--- config.mk ---
export PLATFORM = sky130hd
export DESIGN_NAME = ps2_mouse_packet_tracker_top
export DESIGN_NICKNAME = d
export VERILOG_FILES = /design/src/rtl/core/pmt_pkg.sv /design/src/rtl/core/pmt_apb_regs.sv /design/src/rtl/core/pmt_front.sv /design/src/rtl/core/pmt_queue.sv /design/src/rtl/core/pmt_back.sv /design/src/rtl/core/ps2_mouse_packet_tracker_top.sv
export SDC_FILE = /design/constraint.sdc
export NUM_CORES = 1
export LEC_CHECK = 0
export BUFFER_PORTS_ARGS = -buffer_cell sky130_fd_sc_hd__buf_2
export CAP_MARGIN = 20
export CORE_UTILIZATION = 50
export CTS_BUF_LIST = sky130_fd_sc_hd__clkbuf_4 sky130_fd_sc_hd__clkbuf_8
export CTS_CLUSTER_DIAMETER = 120
export DETAILED_ROUTE_END_ITERATION = 10
export GPL_TIMING_DRIVEN = 0
export PLACE_DENSITY_LB_ADDON = 0.3
export SLEW_MARGIN = 20
export SYNTH_ARGS = -nofsm -noshare
export SYNTH_HDL_FRONTEND = slang
export SYNTH_SLANG_ARGS = --single-unit
--- constraint.sdc ---
create_clock -name i_clk -period 17.1 [get_ports i_clk]
set_input_delay 0.855 -clock i_clk [delete_from_list [all_inputs] [get_ports i_clk]]
set_output_delay 0.855 -clock i_clk [all_outputs]
set_load 0.01 [all_outputs]
--- src/rtl/core/pmt_pkg.sv ---
package pmt_pkg;

    // Pointer coordinate width.
    localparam int COORD_BITS = 12;
    localparam int COORD_MAX  = (1 << COORD_BITS) - 1;

    // Configuration port.
    localparam int REG_W   = 13;
    localparam int APB_DW  = 32;
    localparam int APB_AW  = 3;

    typedef enum logic [0:0] {
        REG_SCREEN_WIDTH  = 1'b0,
        REG_SCREEN_HEIGHT = 1'b1
    } t_reg_idx;

    localparam logic [REG_W-1:0] SCREEN_WIDTH_INIT  = REG_W'(800);
    localparam logic [REG_W-1:0] SCREEN_HEIGHT_INIT = REG_W'(600);

    // Reset pointer position, saturated to the coordinate range.
    localparam int RESET_X = 400;
    localparam int RESET_Y = 300;
    localparam logic [COORD_BITS-1:0] POS_X_INIT =
        COORD_BITS'((RESET_X > COORD_MAX) ? COORD_MAX : RESET_X);
    localparam logic [COORD_BITS-1:0] POS_Y_INIT =
        COORD_BITS'((RESET_Y > COORD_MAX) ? COORD_MAX : RESET_Y);

    // Controller status and packet header bits.
    localparam logic [7:0] VALID_MASK = 8'h21;
    localparam int HDR_LEFT_BIT  = 0;
    localparam int HDR_RIGHT_BIT = 1;
    localparam int HDR_SYNC_BIT  = 3;
    localparam int HDR_XSIGN_BIT = 4;
    localparam int HDR_YSIGN_BIT = 5;

    // Scaling by 9/5: the divide by 5 is a multiply by a rounded-up reciprocal,
    // exact for magnitudes below 2^RECIP_SHIFT.
    localparam int SCALE_NUM   = 9;
    localparam int SCALE_DEN   = 5;
    localparam int RECIP_SHIFT = 14;
    localparam int RECIP_MUL   = ((1 << RECIP_SHIFT) + SCALE_DEN - 1) / SCALE_DEN;
    localparam int MAG_W       = 12;
    localparam int PROD_W      = MAG_W + RECIP_SHIFT;
    localparam int DELTA_W     = 11;

    // Signed width for position plus delta, and width for the limit math.
    localparam int SUM_W = ((COORD_BITS > DELTA_W) ? COORD_BITS : DELTA_W) + 2;
    localparam int LIM_W = (REG_W > COORD_BITS + 1) ? REG_W : COORD_BITS + 1;

    // Command queue between front and back; depth is a power of two.
    localparam int QDEPTH = 4;
    localparam int QA_W   = $clog2(QDEPTH);
    localparam int QC_W   = $clog2(QDEPTH + 1);

    typedef enum logic [1:0] {
        PH_HEADER = 2'd0,
        PH_XDELTA = 2'd1,
        PH_YDELTA = 2'd2
    } t_phase;

    typedef struct packed {
        logic       done;
        logic       left;
        logic       right;
        logic       x_sign;
        logic       y_sign;
        logic [7:0] x_byte;
        logic [7:0] y_byte;
    } t_cmd;

    typedef struct packed {
        logic                      done;
        logic                      left;
        logic                      right;
        logic signed [DELTA_W-1:0] dx;
        logic signed [DELTA_W-1:0] dy;
    } t_move;

    // 9-bit two's complement delta times 9/5, truncated toward zero.
    function automatic logic signed [DELTA_W-1:0] scale_delta(input logic       neg,
                                                              input logic [7:0] mag_byte);
        logic [8:0]         d;
        logic [8:0]         abs_d;
        logic [MAG_W-1:0]   m;
        logic [PROD_W-1:0]  p;
        logic [DELTA_W-1:0] q;
        d     = {neg, mag_byte};
        abs_d = neg ? (~d + 9'd1) : d;
        m     = MAG_W'(abs_d) * MAG_W'(SCALE_NUM);
        p     = PROD_W'(m) * PROD_W'(RECIP_MUL);
        q     = DELTA_W'(p >> RECIP_SHIFT);
        return $signed(neg ? (~q + DELTA_W'(1)) : q);
    endfunction

    // Largest coordinate allowed for a screen dimension.
    function automatic logic [COORD_BITS-1:0] dim_limit(input logic [REG_W-1:0] dim);
        logic [LIM_W-1:0] d;
        d = LIM_W'(dim);
        if (d == '0) begin
            d = LIM_W'(1);
        end
        if (d > (LIM_W'(1) << COORD_BITS)) begin
            d = LIM_W'(1) << COORD_BITS;
        end
        return COORD_BITS'(d - LIM_W'(1));
    endfunction

    function automatic logic [COORD_BITS-1:0] clamp_coord(input logic signed [SUM_W-1:0] v,
                                                          input logic [COORD_BITS-1:0] lim);
        logic [COORD_BITS-1:0] r;
        if (v < 0) begin
            r = '0;
        end else if (v > $signed(SUM_W'(lim))) begin
            r = lim;
        end else begin
            r = COORD_BITS'(v);
        end
        return r;
    endfunction

endpackage

--- src/rtl/core/pmt_apb_regs.sv ---
module pmt_apb_regs
    import pmt_pkg::*;
(
    input  logic                  i_clk,
    input  logic                  i_rst_n,
    input  logic                  psel,
    input  logic                  penable,
    input  logic                  pwrite,
    input  logic [APB_AW-1:0]     paddr,
    input  logic [APB_DW-1:0]     pwdata,
    output logic [APB_DW-1:0]     prdata,
    output logic                  pready,
    output logic [COORD_BITS-1:0] o_lim_x,
    output logic [COORD_BITS-1:0] o_lim_y
);

    logic [REG_W-1:0] r_width;
    logic [REG_W-1:0] r_height;
    t_reg_idx         reg_idx;
    logic             wr_en;

    assign pready  = 1'b1;
    assign reg_idx = t_reg_idx'(paddr[2]);
    assign wr_en   = psel && penable && pwrite;

    always_ff @(posedge i_clk) begin
        if (!i_rst_n) begin
            r_width  <= SCREEN_WIDTH_INIT;
            r_height <= SCREEN_HEIGHT_INIT;
        end else if (wr_en) begin
            case (reg_idx)
                REG_SCREEN_WIDTH:  r_width  <= pwdata[REG_W-1:0];
                REG_SCREEN_HEIGHT: r_height <= pwdata[REG_W-1:0];
                default: ;
            endcase
        end
    end

    always_comb begin
        case (reg_idx)
            REG_SCREEN_WIDTH:  prdata = APB_DW'(r_width);
            REG_SCREEN_HEIGHT: prdata = APB_DW'(r_height);
            default:           prdata = '0;
        endcase
    end

    assign o_lim_x = dim_limit(r_width);
    assign o_lim_y = dim_limit(r_height);

endmodule

--- src/rtl/core/pmt_front.sv ---
module pmt_front
    import pmt_pkg::*;
(
    input  logic       i_clk,
    input  logic       i_rst_n,
    input  logic       i_valid,
    input  logic [7:0] i_ctrl_status,
    input  logic [7:0] i_data_byte,
    output logic       o_stall,
    input  logic       i_q_full,
    output logic       o_push,
    output t_cmd       o_cmd
);

    t_phase     r_phase;
    t_phase     n_phase;
    logic [7:0] r_header;
    logic [7:0] r_x_byte;
    logic       accept;
    logic       byte_ok;
    logic       hdr_load;
    logic       xb_load;

    assign o_stall = i_q_full;
    assign accept  = i_valid && !i_q_full;
    assign byte_ok = (i_ctrl_status & VALID_MASK) == VALID_MASK;

    always_comb begin
        n_phase = r_phase;
        if (accept && byte_ok) begin
            case (r_phase)
                PH_XDELTA: n_phase = PH_YDELTA;
                PH_YDELTA: n_phase = PH_HEADER;
                default: begin
                    // A header without the sync bit is dropped.
                    n_phase = i_data_byte[HDR_SYNC_BIT] ? PH_XDELTA : PH_HEADER;
                end
            endcase
        end
    end

    always_comb begin
        hdr_load      = 1'b0;
        xb_load       = 1'b0;
        o_cmd.done    = 1'b0;
        o_cmd.left    = r_header[HDR_LEFT_BIT];
        o_cmd.right   = r_header[HDR_RIGHT_BIT];
        o_cmd.x_sign  = r_header[HDR_XSIGN_BIT];
        o_cmd.y_sign  = r_header[HDR_YSIGN_BIT];
        o_cmd.x_byte  = r_x_byte;
        o_cmd.y_byte  = i_data_byte;
        if (accept && byte_ok) begin
            case (r_phase)
                PH_XDELTA: xb_load    = 1'b1;
                PH_YDELTA: o_cmd.done = 1'b1;
                default:   hdr_load   = i_data_byte[HDR_SYNC_BIT];
            endcase
        end
    end

    assign o_push = accept;

    always_ff @(posedge i_clk) begin
        if (!i_rst_n) begin
            r_phase <= PH_HEADER;
        end else begin
            r_phase <= n_phase;
        end
    end

    always_ff @(posedge i_clk) begin
        if (hdr_load) begin
            r_header <= i_data_byte;
        end
        if (xb_load) begin
            r_x_byte <= i_data_byte;
        end
    end

endmodule

--- src/rtl/core/pmt_queue.sv ---
module pmt_queue
    import pmt_pkg::*;
(
    input  logic i_clk,
    input  logic i_rst_n,
    input  logic i_push,
    input  t_cmd i_data,
    output logic o_full,
    input  logic i_pop,
    output t_cmd o_data,
    output logic o_empty
);

    t_cmd            r_mem [QDEPTH];
    logic [QA_W-1:0] r_wr_ptr;
    logic [QA_W-1:0] r_rd_ptr;
    logic [QC_W-1:0] r_count;
    logic            do_push;
    logic            do_pop;

    assign o_full  = r_count == QC_W'(QDEPTH);
    assign o_empty = r_count == '0;
    assign o_data  = r_mem[r_rd_ptr];
    assign do_push = i_push && !o_full;
    assign do_pop  = i_pop && !o_empty;

    always_ff @(posedge i_clk) begin
        if (do_push) begin
            r_mem[r_wr_ptr] <= i_data;
        end
    end

    always_ff @(posedge i_clk) begin
        if (!i_rst_n) begin
            r_wr_ptr <= '0;
            r_rd_ptr <= '0;
            r_count  <= '0;
        end else begin
            if (do_push) begin
                r_wr_ptr <= r_wr_ptr + QA_W'(1);
            end
            if (do_pop) begin
                r_rd_ptr <= r_rd_ptr + QA_W'(1);
            end
            if (do_push && !do_pop) begin
                r_count <= r_count + QC_W'(1);
            end else if (do_pop && !do_push) begin
                r_count <= r_count - QC_W'(1);
            end
        end
    end

    a_count_bound: assert property (@(posedge i_clk) disable iff (!i_rst_n)
        r_count <= QC_W'(QDEPTH))
        else $error("queue count exceeds depth");

    a_no_overflow: assert property (@(posedge i_clk) disable iff (!i_rst_n)
        i_push |-> !o_full)
        else $error("push into a full queue");

    a_push_grows: assert property (@(posedge i_clk) disable iff (!i_rst_n)
        (do_push && !do_pop) |=> r_count == $past(r_count) + QC_W'(1))
        else $error("queue count did not grow on push");

endmodule

--- src/rtl/core/pmt_back.sv ---
module pmt_back
    import pmt_pkg::*;
(
    input  logic                  i_clk,
    input  logic                  i_rst_n,
    input  logic                  i_q_empty,
    input  t_cmd                  i_q_data,
    output logic                  o_pop,
    input  logic [COORD_BITS-1:0] i_lim_x,
    input  logic [COORD_BITS-1:0] i_lim_y,
    output logic                  o_valid,
    input  logic                  i_stall,
    output logic [COORD_BITS-1:0] o_pointer_x,
    output logic [COORD_BITS-1:0] o_pointer_y,
    output logic                  o_left_button,
    output logic                  o_right_button,
    output logic                  o_packet_done
);

    // Stage 1: scaled deltas. Stage 2: position update and result register.
    logic                      r_s1_valid;
    t_move                     r_s1;
    t_move                     n_s1;
    logic                      r_out_valid;
    logic                      r_done;
    logic [COORD_BITS-1:0]     r_pos_x;
    logic [COORD_BITS-1:0]     r_pos_y;
    logic                      r_left;
    logic                      r_right;
    logic                      out_adv;
    logic                      s1_adv;
    logic signed [DELTA_W-1:0] dx;
    logic signed [DELTA_W-1:0] dy;
    logic signed [SUM_W-1:0]   sum_x;
    logic signed [SUM_W-1:0]   sum_y;

    assign out_adv = !r_out_valid || !i_stall;
    assign s1_adv  = !r_s1_valid || out_adv;
    assign o_pop   = s1_adv && !i_q_empty;

    always_comb begin
        n_s1.done  = i_q_data.done;
        n_s1.left  = i_q_data.left;
        n_s1.right = i_q_data.right;
        n_s1.dx    = scale_delta(i_q_data.x_sign, i_q_data.x_byte);
        n_s1.dy    = scale_delta(i_q_data.y_sign, i_q_data.y_byte);
    end

    assign dx    = r_s1.dx;
    assign dy    = r_s1.dy;
    assign sum_x = $signed(SUM_W'(r_pos_x)) + SUM_W'(dx);
    assign sum_y = $signed(SUM_W'(r_pos_y)) - SUM_W'(dy);

    always_ff @(posedge i_clk) begin
        if (o_pop) begin
            r_s1 <= n_s1;
        end
        if (out_adv && r_s1_valid) begin
            r_done <= r_s1.done;
        end
    end

    always_ff @(posedge i_clk) begin
        if (!i_rst_n) begin
            r_s1_valid  <= 1'b0;
            r_out_valid <= 1'b0;
            r_pos_x     <= POS_X_INIT;
            r_pos_y     <= POS_Y_INIT;
            r_left      <= 1'b0;
            r_right     <= 1'b0;
        end else begin
            if (s1_adv) begin
                r_s1_valid <= !i_q_empty;
            end
            if (out_adv) begin
                r_out_valid <= r_s1_valid;
            end
            // The position only moves when a finished packet enters the result register.
            if (out_adv && r_s1_valid && r_s1.done) begin
                r_pos_x <= clamp_coord(sum_x, i_lim_x);
                r_pos_y <= clamp_coord(sum_y, i_lim_y);
                r_left  <= r_s1.left;
                r_right <= r_s1.right;
            end
        end
    end

    assign o_valid        = r_out_valid;
    assign o_pointer_x    = r_pos_x;
    assign o_pointer_y    = r_pos_y;
    assign o_left_button  = r_left;
    assign o_right_button = r_right;
    assign o_packet_done  = r_done;

    a_s1_holds: assert property (@(posedge i_clk) disable iff (!i_rst_n)
        (r_s1_valid && !out_adv) |=> r_s1_valid)
        else $error("stage 1 item lost while the result register was blocked");

    a_pop_fills: assert property (@(posedge i_clk) disable iff (!i_rst_n)
        o_pop |=> r_s1_valid)
        else $error("popped item did not reach stage 1");

    a_pos_stable: assert property (@(posedge i_clk) disable iff (!i_rst_n)
        (r_out_valid && i_stall) |=> $stable(r_pos_x) && $stable(r_pos_y))
        else $error("pointer moved while its result was waiting");

endmodule

--- src/rtl/core/ps2_mouse_packet_tracker_top.sv ---
// Path: an accepted item passes through the command queue, the delta scaling
// stage and the result register to reach the result port.
// Throughput: one item per cycle unless results stall; a four-entry queue
// accepts input while results stall; input stalls only when it is full.
// Reset is synchronous and active low: packet phase cleared, pointer at
// (400, 300), buttons released, screen 800 by 600, queue and result empty.
module ps2_mouse_packet_tracker_top
    import pmt_pkg::*;
(
    input  logic                  i_clk,
    input  logic                  i_rst_n,
    input  logic                  psel,
    input  logic                  penable,
    input  logic                  pwrite,
    input  logic [APB_AW-1:0]     paddr,
    input  logic [APB_DW-1:0]     pwdata,
    output logic [APB_DW-1:0]     prdata,
    output logic                  pready,
    input  logic                  i_valid,
    output logic                  o_stall,
    input  logic [7:0]            i_ctrl_status,
    input  logic [7:0]            i_data_byte,
    output logic                  o_valid,
    input  logic                  i_stall,
    output logic [COORD_BITS-1:0] o_pointer_x,
    output logic [COORD_BITS-1:0] o_pointer_y,
    output logic                  o_left_button,
    output logic                  o_right_button,
    output logic                  o_packet_done
);

    logic [COORD_BITS-1:0] lim_x;
    logic [COORD_BITS-1:0] lim_y;
    logic                  q_full;
    logic                  q_empty;
    logic                  q_push;
    logic                  q_pop;
    t_cmd                  q_in;
    t_cmd                  q_out;

    pmt_apb_regs u_regs (
        .i_clk   (i_clk),
        .i_rst_n (i_rst_n),
        .psel    (psel),
        .penable (penable),
        .pwrite  (pwrite),
        .paddr   (paddr),
        .pwdata  (pwdata),
        .prdata  (prdata),
        .pready  (pready),
        .o_lim_x (lim_x),
        .o_lim_y (lim_y)
    );

    pmt_front u_front (
        .i_clk         (i_clk),
        .i_rst_n       (i_rst_n),
        .i_valid       (i_valid),
        .i_ctrl_status (i_ctrl_status),
        .i_data_byte   (i_data_byte),
        .o_stall       (o_stall),
        .i_q_full      (q_full),
        .o_push        (q_push),
        .o_cmd         (q_in)
    );

    pmt_queue u_queue (
        .i_clk   (i_clk),
        .i_rst_n (i_rst_n),
        .i_push  (q_push),
        .i_data  (q_in),
        .o_full  (q_full),
        .i_pop   (q_pop),
        .o_data  (q_out),
        .o_empty (q_empty)
    );

    pmt_back u_back (
        .i_clk          (i_clk),
        .i_rst_n        (i_rst_n),
        .i_q_empty      (q_empty),
        .i_q_data       (q_out),
        .o_pop          (q_pop),
        .i_lim_x        (lim_x),
        .i_lim_y        (lim_y),
        .o_valid        (o_valid),
        .i_stall        (i_stall),
        .o_pointer_x    (o_pointer_x),
        .o_pointer_y    (o_pointer_y),
        .o_left_button  (o_left_button),
        .o_right_button (o_right_button),
        .o_packet_done  (o_packet_done)
    );

endmodule

==> results of run 1 <==
-- synthesized netlist by cell type (all sizes together), types with 31 or more instances --
cell,number
nor2,75
xor2,39
dfxtp,65
edfxtp,122
nand3,33
fa,81
a21oi,63
ha,247
xnor2,66
nand2,140
clkbuf,31
o21ai,50
inv,262
-- path summary, 6_finish.rpt --
| kind | start | slack, ns | cells past startpoint | end |
|---|---|---|---|---|
| max | flip-flop | 7.14 | 32 | u_back.dx[7]$_DFFE_PP_ |
| min | u_back.o_pointer_x[9]$_SDFFE_PN0P_ | 0.49 | 2 | u_back.o_pointer_x[9]$_SDFFE_PN0P_ |
| max reg2reg | flip-flop | 7.14 | 32 | u_back.dx[7]$_DFFE_PP_ |
| min reg2reg | u_back.o_pointer_x[9]$_SDFFE_PN0P_ | 0.49 | 2 | u_back.o_pointer_x[9]$_SDFFE_PN0P_ |
-- stage by stage --
stage          cells  utilization [%]  area (sq um)
2_1_floorplan   1667                -         16600
3_3_place_gp    2180             53.8         17500
3_5_place_dp    2181             54.0         17500
4_1_cts         2213             55.1         17900
5_1_grt         2213             55.1         17900
6_report        2213             55.1         17900
-- sequential cells by signal (all words and copies together), names as in the netlist, 4 cells and up, named ones only --
signal	flops
u_regs.r_height	13
u_back.dy	11
u_back.o_pointer_y	12
u_front.r_header	4
u_back.dx	11
u_queue.r_mem	84
u_front.r_x_byte	8
u_regs.r_width	13
u_back.o_pointer_x	12
-- kinds of logic after synthesis --
group / Yosys count
AND/OR/NAND/NOR: 385
other: 2
adder cells (fa/ha/maj): 329
flip-flops: 187
AO/OA/AOI/OAI: 273
XOR/XNOR: 105
buffers and inverters: 323
multiplexers: 45
-- worst max-delay path, delay by kind of cell, from the launching register on --
family / cells / cell delay [ns]
adder cells (fa/ha/maj): 8 / 3.24
AO/OA/AOI/OAI: 12 / 3.19
buffers and inverters: 6 / 1.45
XOR/XNOR: 2 / 0.69
flip-flops: 1 / 0.47
multiplexers: 1 / 0.40
AND/OR/NAND/NOR: 3 / 0.31
-- cell type report --
type | instances | area, sq um | area share, %
multi-input cells | 1157 | 10300 | 57.6
flip-flops and latches | 187 | 4960 | 27.7
inverters | 262 | 983 | 5.50
well taps | 442 | 553 | 3.09
repair buffers | 72 | 383 | 2.14
plain buffers | 61 | 322 | 1.80
clock buffers | 18 | 248 | 1.38
clock inverters | 14 | 130 | 0.727
-- metal layers --
metal | global-route usage, % | vias to the layer above | share of wire (%)
li1 | - | 5852 | -
met1 | 26.3 | 5691 | 46
met2 | 36.3 | 226 | 49
met3 | 2.46 | 24 | 3.7
met4 | 3.93 | 0 | 0.91
met5 | 0 | - | 0
==> results, run 1 <==
- The tree is rooted in a sky130_fd_sc_hd__clkbuf_8.
- TritonCTS built the clock tree.
- In this run the worst path has a maximum fanout of 10.
- The area enclosed by the die boundary is 33700 sq um.
- Sequential elements use 30.1% of the synthesized area.
- Relative to the synthesized area, the layout overhead comes to 8.50%.
- The number of global-route vias before repair is approximately 11k.
- The post-synthesis sequential element count is around 190.
- The count of nets left with antenna violations once routing finished came out at 0.
- The smallest clock period supported by the final layout is computed as 9.96 ns.
- The fraction of registers with async set/reset is 0%.
- The number of optimization iterations in the first detailed-route pass is 5.
- The repair_antennas step left the layout with diodes totalling 0.
- The core region is 32500 sq um.
- Sorting the synthesized cells by area gives the leading types as sky130_fd_sc_hd__edfxtp_1 (22%), sky130_fd_sc_hd__ha_1 (19%), sky130_fd_sc_hd__fa_1 (9.8%), sky130_fd_sc_hd__dfxtp_1 (7.9%), sky130_fd_sc_hd__inv_1 (5.9%).
- On the worst path, the slowest cell contributes a delay of approximately 0.64 ns.
- Each instance of the synthesized netlist takes up on average 10.0 sq um.
- The number of antenna violations at the first check in global routing is 0.
- The type of the setup path with the least slack is flip-flop to flip-flop.
- Global routing used 20.3% of the available tracks.
- The endpoint type of the worst setup path is a flip-flop.
- The path category of the worst min-delay check is flip-flop to flip-flop.
- The clock slew seen by the registers of the worst setup and hold paths is 0.12 ns.
- The count of buffers from port buffering is 71.
- The count of filler cells inserted in the layout is roughly 2.8k.
- The count of pins on the block boundary is 120.
- The share of synthesized area spent on multiplexers is 4.54%.
- The slowest stage of the critical path is the sky130_fd_sc_hd__o21ai_0 cell.
- The fraction of final layout cells sized beyond drive strength 1 is 11.0%.
- In the synthesized netlist the dominant register cell turns out to be sky130_fd_sc_hd__edfxtp_1.
- The library cell used most frequently in the layout, excluding fill and tap cells, is sky130_fd_sc_hd__inv_1.
- The final hold violation count is 0.
- The die is about 180 um wide.
- The cell area that synthesis handed to floorplanning was 16500 sq um.
- After detailed routing, the average wire length per cell comes to 15.1 um.
- After synthesis, the netlist uses 89 different library cells.
- Headroom to the max-slew limit came out at 49.5%.
- The sum of overflow across all layers after global routing is 0.
- The count of flip-flops with a built-in enable after synthesis is 122.
- The achievable frequency is 0.100 GHz.
- Of all cell types, the one taking the most synthesized area is sky130_fd_sc_hd__edfxtp_1.
- The starting utilization of the core area is 50.8%.
- The max-slew violation total from the final report is 0.
- After the first detailed-routing iteration, the DRC count stood at 640.
- Across all hold checks on the routed design, the worst slack comes to 0.488 ns.
- The number of buffers inserted during clock tree synthesis is 17.
- The area share of the leading cell type in the synthesized netlist is 22.2%.
- The instance count of the mapped netlist is roughly 1.6k.
- The sum of net half-perimeters after detailed placement is 26900 um.
- For this run, the post-layout net count is 2144.
- Summing the areas of all and, or, nand and nor instances in the mapped netlist gives 11.4% of the synthesized area.
- Setup repair after global routing left no endpoint under its margin.
- The required time of the critical path is roughly 17 ns.
- The post-detailed-route DRC marker count is 0.
- The wire length reported by the detailed router is ~33000 um.
- The clock skew after layout is approximately 0.029 ns.
- After clock tree synthesis, the repair step resized 0 gates.
- Setup violations remaining at the end of the flow were counted as 0.
- The global-route wire length before repair is 54700 um.
- The smallest setup slack after layout is 7.14 ns.
- The per-cell via count in the routed design is 5.33.
- The count of warnings emitted by yosys is 0.
- For this block, the via count after detailed routing is about 12k.
- The share of the clock period used by the worst path after layout is 58.2%.
- The pre-CTS worst setup slack is 7.06 ns.
- Max-cap violations in this run came to 0.
- For the pin with the worst max-slew slack, the measured transition is between 0.7 and 0.8 ns.
- The number of hold buffers added after CTS was 0.
- The die is around 180 um tall.
- The number of sinks handled by clock tree synthesis is around 190.
- By area, the combinational part of the netlist is dominated by adder cells.
- The post-CTS setup repair buffer count is 0.
- The clock passes through at most 2 buffers.
- The complex-gate fraction of the synthesized area is 11.6%.
- For the worst-skew pair, the clock arrives at the later sink with an insertion delay of 0.47 ns.
- The routability congestion estimate is 0.900.
- The adder and majority cell fraction of the synthesized area is 28.6%.
- The CTS H-tree depth is 4.
- At the worst endpoint, the arrival time is 10.20 ns.
- The number of rows in the core area is 66.
- The sum of negative setup slack is 0 ns.
- The top cell types in the final layout, fill and taps aside, are sky130_fd_sc_hd__inv_1 (261), sky130_fd_sc_hd__ha_1 (247), sky130_fd_sc_hd__nand2_1 (139).
- The worst setup path is launched from a flip-flop.
- The flow ran to the end, and the final reports show no timing, DRC or antenna violations.
- Entering global routing, the biggest net connects 22 pins.
- Of the total synthesized cell area, the portion taken by XOR and XNOR cells is 5.76%.
Power of run 1 is not shown: default switching activity piles up to over one toggle a cycle in this logic, so the estimate is an artifact.
==> run 2, diff against run 1 <==
==> constraint.sdc (replaced) <==
create_clock -name i_clk -period 9.7 [get_ports i_clk]
set_input_delay 0.485 -clock i_clk [delete_from_list [all_inputs] [get_ports i_clk]]
set_output_delay 0.485 -clock i_clk [all_outputs]
set_load 0.01 [all_outputs]
==> run 2 against run 1 <==
  * Utilization rose by 0.35 points
  * Worst hold slack got worse by 0.23 ns
  * Global-route usage barely moved
  * First-iteration DRC count fell by 3.9%
  * Fmax rose by 8.7%
  * Critical endpoint unchanged
==> results, run 2 (same netlist as run 1, synthesis figures left out) <==
- The number of buffers inserted during clock tree synthesis was 17 (unchanged).
- Setup repair after global routing left no endpoint under its margin.
- The max-slew violation total from the final report is 0 (unchanged).
- The sum of negative setup slack was 0 ns (unchanged).
- The number of antenna violations at the first check in global routing came to 0 (unchanged).
- The count of buffers from port buffering is 71 (unchanged).
- The worst hold path startpoint is pwdata[8].
- The largest registers in the layout are u_queue.r_mem x84, u_regs.r_height x13, u_regs.r_width x13.
- The largest register by flop count is u_queue.r_mem.
- The layout net count came to 2148 (+0.19%).
- The number of buffers on the longest clock path is 2 (unchanged).
- The starting utilization of the core area came to 50.8% (unchanged).
- The average detailed-routed wire length per instance is 15.1 um (about the same).
- The count of placed standard cells including taps was 2181 (unchanged).
- The per-cell via count in the routed design came to 5.33 (about the same).
- The sum of net half-perimeters after detailed placement is 26900 um (unchanged).
- The biggest cell delay along the critical path was 0.79 ns (+0.15 ns).
- The clock tree root driver cell is sky130_fd_sc_hd__clkbuf_8.
- The number of antenna-violating nets in the routed design was 0 (unchanged).
- The area enclosed by the die boundary is 33700 sq um (unchanged).
- The fraction of final layout cells sized beyond drive strength 1 was 12.0% (+0.99 points).
- The relative max-transition margin was 47.3% (-2.1 points).
- The core area is 32500 sq um (unchanged).
- The wire length reported by the detailed router is 33500 um (about the same).
- The sum of overflow across all layers after global routing is 0 (unchanged).
- STA classifies the critical path startpoint as a flip-flop.
- The final hold violation count is 0 (unchanged).
- The library cell used most frequently in the layout, excluding fill and tap cells, is sky130_fd_sc_hd__inv_1.
- The total global routing track utilization came to 20.3% (about the same).
- TritonCTS built the clock tree.
- The number of inserted diodes is 0 (unchanged).
- The clock skew after layout is 0.0268 ns (-0.00218 ns).
- The routability congestion estimate came to 0.900 (unchanged).
- The number of optimization iterations in the first detailed-route pass is 5 (unchanged).
- The worst setup path is captured at a flip-flop.
- The CTS H-tree depth is 4 (unchanged).
- The critical path is of the flip-flop to flip-flop type.
- The final cell count without fillers is 2217 (+0.18%).
- The number of global-route vias before repair is 11.4k (-0.018%).
- The maximum fanout encountered on the critical timing path is 10 (unchanged).
- The arrival time at the worst endpoint came to 9.41 ns (-0.79 ns).
- The clock slew seen by the registers of the worst setup and hold paths is 0.12 ns (about the same).
- The later-pin clock latency in the skew report came to 0.47 ns (about the same).
- The width of the die came to 184 um (unchanged).
- The post-detailed-route DRC marker count was 0 (unchanged).
- The family with the most delay on the worst path is adder cells.
- The standard cell with the maximum stage delay on the critical path is sky130_fd_sc_hd__mux4_1.
- The y dimension of the die is 184 um (unchanged).
- The final count of negative-setup-slack endpoints is 0 (unchanged).
- The path category of the worst min-delay check is input port to flip-flop.
- The top cell types in the final layout, fill and taps aside, are sky130_fd_sc_hd__inv_1 (260), sky130_fd_sc_hd__ha_1 (247), sky130_fd_sc_hd__nand2_1 (139).
- The global-route wire length before repair is 54700 um (about the same).
- The worst path buffer plus inverter count is 5 (-1).
- The count of filler cells inserted in the layout came to 2821 (-0.49%).
- The number of rows in the core area is 66 (unchanged).
- The required time of the critical path is 9.94 ns (-7.40 ns).
- The time the worst path needs with I/O delays and setup came to 9.17 ns (-0.793 ns).
- The number of sinks handled by clock tree synthesis is 187 (unchanged).
- The count of pins on the block boundary is 120 (unchanged).
- The violation count after the first detailed-route iteration came to 615 (-3.9%).
- The run finished with clean final reports.
- The routed via count is 11.8k (+0.11%).
- The post-synthesis to final-layout area growth is 9.19%.
- The actual slew at the worst max-slew pin is 0.782 ns (+0.0448 ns).
- The pin count of the biggest net entering global routing is 22 (unchanged).
- The max-cap violation count is 0 (unchanged).
- The achievable frequency came to 0.109 GHz (+8.7%).
- The share of the clock period used by the worst path after layout came to 94.5% (+36 points).
- The flip-flop count of the largest register after layout is 84 (unchanged).
## run 2: final timing paths
path | cells after the start | to | slack (ns)
worst min-delay path | 3 | u_regs.r_width[8]$_SDFFE_PN1P_ | 0.26
worst min register to register | 2 | u_back.o_pointer_x[9]$_SDFFE_PN0P_ | 0.49
worst max register to register | 29 | u_back.dx[7]$_DFFE_PP_ | 0.53
worst max-delay path | 29 | u_back.dx[7]$_DFFE_PP_ | 0.53
## run 2: worst register-to-register path: cells and delay by family (launching register included)
| family | cells | cell delay, ns |
|---|---|---|
| simple gates | 3 | 0.36 |
| mux | 2 | 1.20 |
| flops | 1 | 0.41 |
| compound gates | 8 | 2.47 |
| xor+xnor | 3 | 0.60 |
| buf+inv | 5 | 0.46 |
| fa+ha+maj | 8 | 3.46 |
## run 2: final cells by class
cell class / instances / area [sq um] / share of cell area (%)
multi-input combinational: 1157 / 10400 / 57.7
sequential: 187 / 4970 / 27.6
inverter: 262 / 983 / 5.46
tap: 442 / 553 / 3.07
timing repair buffer: 76 / 413 / 2.29
buffer: 61 / 328 / 1.82
clock buffer: 18 / 248 / 1.38
clock inverter: 14 / 130 / 0.723
## run 2: routing by layer
layer  track usage [%]  vias to the layer above  wire (um)  share of wire, %
li1                  -                     5862          -                 -
met1              26.3                     5703      15400                46
met2              36.3                      217      16400                49
met3              2.46                       24       1350               4.0
met4              3.93                        0        323              0.96
met5                 0                        -          0                 0
## run 2: repair_timing
action,CTS,global route
endpoints found under the setup margin,5,15
setup buffers,0,4
hold buffers,0,0
pin swaps,0,1
resized for setup,2,19
## run 2: per-stage QoR
step / hold WS (ns) / instance area [sq um] / util, % / worst slack [ns]
5_1_grt: 0.240 / 18000 / 55.5 / 0.00330
3_3_place_gp: 0.470 / 17500 / 53.8 / -0.188
2_1_floorplan: 0.442 / 16600 / - / 1.22
6_report: 0.256 / 18000 / 55.5 / 0.533
3_5_place_dp: 0.477 / 17500 / 54.0 / -0.335
4_1_cts: 0.228 / 17900 / 55.2 / 0.0425
Power of run 2 is left out for the same reason.
==> run 3, diff against run 2 <==
--- a/config.mk
+++ b/config.mk
@@ -8,7 +8,6 @@
 export BUFFER_PORTS_ARGS = -buffer_cell sky130_fd_sc_hd__buf_2
 export CAP_MARGIN = 20
 export CORE_UTILIZATION = 50
-export CTS_BUF_LIST = sky130_fd_sc_hd__clkbuf_4 sky130_fd_sc_hd__clkbuf_8
 export CTS_CLUSTER_DIAMETER = 120
 export DETAILED_ROUTE_END_ITERATION = 10
 export GPL_TIMING_DRIVEN = 0
==> run 3 against run 2 <==
  * Utilization rose by 0.61 points
  * Final cell count is essentially flat
  * Via count about the same
  * Setup slack worse by 0.040 ns
  * Sequential cell count stayed put
  * Wire length increased by 0.25%
  * Critical path depth grew 3
  * Non-clock buffer count up 2
  * Final area grew 1.1%
  * Clock-buffer cell count unchanged
  * Sequential share of layout area down 0.30 points
  * Register-to-register slack got worse by 0.04 ns
  * Highest routed layer unchanged
==> results, run 3 (same netlist as run 1, synthesis figures left out) <==
- The root buffer cell chosen for the clock tree is sky130_fd_sc_hd__clkbuf_16.
- The area of all placed cells without fillers was 18200 sq um (+1.1%).
- The time the worst path needs with I/O delays and setup is 9.21 ns (+0.0399 ns).
- The final cell count without fillers is 2219 (+0.090%).
- The actual slew at the worst max-slew pin is 0.736 ns (-0.0456 ns).
- The fraction of final layout cells sized beyond drive strength 1 is 12.1% (+0.099 points).
- The commonest non-fill, non-tap cell in the layout is sky130_fd_sc_hd__inv_1.
- The family with the most delay on the worst path is compound AO/OA/AOI/OAI gates.
- The number of optimization iterations in the first detailed-route pass is 6 (+1).
- The share of the clock period used by the worst path after layout is 94.9% (+0.41 points).
- The hold buffer count at CTS is 0 (unchanged).
- The y dimension of the die is 184 um (unchanged).
- The setup slack of the most critical reg-to-reg path is 0.49 ns (-0.04 ns).
- The number of inserted diodes is 0 (unchanged).
- The global-route wire length before repair is 54700 um (about the same).
- The count of filler cells inserted in the layout is 2799 (-0.78%).
- The post-synthesis to final-layout area growth is 10.4%.
- The sum of net half-perimeters after detailed placement is 26900 um (unchanged).
- The flow ran to the end, and the final reports show no timing, DRC or antenna violations.
- The final count of negative-setup-slack endpoints is 0 (unchanged).
- The standard cell with the maximum stage delay on the critical path is sky130_fd_sc_hd__fa_1.
- The routability congestion estimate is 0.900 (unchanged).
- The pin count of the biggest net entering global routing is 22 (unchanged).
- The cell count of the worst reg-to-reg path was 32 (+10%).
- The clock skew after layout is 0.0151 ns (-0.0117 ns).
- The layout net count is 2150 (+0.093%).
- The starting utilization of the core area was 50.8% (unchanged).
- The worst register-to-register path ends at u_back.dx[7]$_DFFE_PP_.
- The sum of negative setup slack is 0 ns (unchanged).
- The clock slew seen by the registers of the worst setup and hold paths was 0.08 ns (-0.04 ns).
- The count of cells along the worst hold path came to 3 (unchanged).
- The sum of overflow across all layers after global routing was 0 (unchanged).
- TritonCTS built the clock tree.
- The maximum fanout encountered on the critical timing path is 10 (unchanged).
- The worst path buffer plus inverter count was 5 (unchanged).
- The count of placed standard cells including taps is 2181 (unchanged).
- The count of buffers from port buffering was 71 (unchanged).
- Leaving out fill and tap cells, the most frequent cells in the layout are sky130_fd_sc_hd__inv_1 (260), sky130_fd_sc_hd__ha_1 (247), sky130_fd_sc_hd__nand2_1 (139).
- The number of buffers on the longest clock path is 2 (unchanged).
- The violation count after the first detailed-route iteration is 676 (+9.9%).
- The number of rows in the core area is 66 (unchanged).
- The most repeated library cell on the critical path is sky130_fd_sc_hd__a21o_1.
- The max-slew violation total from the final report was 0 (unchanged).
- In the final layout, the registers with the most flip-flops are u_queue.r_mem x84, u_regs.r_height x13, u_regs.r_width x13.
- The wire length reported by the detailed router came to 33600 um (+0.25%).
- The core area was 32500 sq um (unchanged).
- The count of pins on the block boundary is 120 (unchanged).
- The width of the die is 184 um (unchanged).
- The flip-flop count of the largest register after layout is 84 (unchanged).
- The later-pin clock latency in the skew report came to 0.43 ns (-0.04 ns).
- The relative max-transition margin is 49.5% (+2.2 points).
- The critical path in this run is classified as flip-flop to flip-flop.
- Setup repair after global routing left no endpoint under its margin.
- The number of antenna violations at the first check in global routing is 0 (unchanged).
- The worst setup path is captured at a flip-flop.
- The achievable frequency is 0.109 GHz (-0.43%).
- The routed via count is 11.8k (-0.025%).
- The number of global-route vias before repair is 11.4k (-0.26%).
- The arrival time at the worst endpoint was 9.40 ns (about the same).
- The startpoint class of the critical path is a flip-flop.
- The path class of the tightest hold or removal check is input port to flip-flop.
- The required time of the critical path was 9.89 ns (-0.05 ns).
- The max-cap violation count is 0 (unchanged).
- The area enclosed by the die boundary was 33700 sq um (unchanged).
- The biggest cell delay along the critical path came to 0.55 ns (-0.24 ns).
- The number of antenna-violating nets in the routed design was 0 (unchanged).
- The final hold violation count is 0 (unchanged).
- The CTS H-tree depth is 4 (unchanged).
- The post-detailed-route DRC marker count is 0 (unchanged).
- The total global routing track utilization is 20.3% (+0.032 points).
- The placement-stage cell area is 17500 sq um (unchanged).
- The endpoint of the worst hold-timing path is u_regs.r_height[6]$_SDFFE_PN1P_.
- u_queue.r_mem holds more flip-flops than any other register.
- The number of sinks handled by clock tree synthesis is 187 (unchanged).
- The per-cell via count in the routed design is 5.32 (-0.12%).
- The minimum hold slack came to 0.289 ns (+0.0327 ns).
- The worst hold path begins at pwdata[6].
- The number of buffers inserted during clock tree synthesis was 17 (unchanged).
- The average detailed-routed wire length per instance came to 15.1 um (+0.16%).
[run 3: repair_timing]
| item | CTS | global route |
|---|---|---|
| setup endpoints to repair | 6 | 15 |
| buffers inserted | 0 | 6 |
| gates resized for setup | 2 | 20 |
| pin swaps | 0 | 2 |
[run 3: worst max path at each step]
stage          slack [ns]                endpoint  startpoint  cells past startpoint
6_report             0.49  u_back.dx[7]$_DFFE_PP_   flip-flop                     32
5_1_grt              0.03  u_back.dx[7]$_DFFE_PP_   flip-flop                     32
4_1_cts              0.02  u_back.dx[7]$_DFFE_PP_   flip-flop                     32
3_5_place_dp        -0.34  u_back.dx[7]$_DFFE_PP_   flip-flop                     32
3_3_place_gp        -0.19  u_back.dx[7]$_DFFE_PP_   flip-flop                     31
2_1_floorplan        1.22  u_back.dx[7]$_DFFE_PP_   flip-flop                     32
[run 3: cell type report]
class | count | area (sq um) | share of cell area, %
sequential | 187 | 4970 | 27.3
inverter | 262 | 983 | 5.40
tap | 442 | 553 | 3.04
clock buffer | 18 | 439 | 2.41
buffer | 61 | 330 | 1.81
timing repair buffer | 78 | 428 | 2.35
multi-input combinational | 1157 | 10400 | 57.0
clock inverter | 14 | 130 | 0.715
[run 3: routing by layer]
layer	routed length [um]	global-route usage, %	vias up	share of wire [%]
li1	-	-	5877	-
met3	1080	2.40	25	3.2
met4	289	3.90	0	0.86
met5	0	0	-	0
met2	16500	36.5	201	49
met1	15700	26.3	5700	47
[run 3: stage by stage]
stage / util [%] / setup WS (ns)
6_report: 56.1 / 0.493
5_1_grt: 56.1 / 0.0258
4_1_cts: 55.7 / 0.0188
3_5_place_dp: 54.0 / -0.335
3_3_place_gp: 53.8 / -0.188
2_1_floorplan: - / 1.22
[run 3: tightest hold or removal path: stages]
cell,delay [ns]
sky130_fd_sc_hd__buf_2,0.10
sky130_fd_sc_hd__nand2_1,0.05
sky130_fd_sc_hd__nand3_1,0.06
Power of run 3 is left out for the same reason.
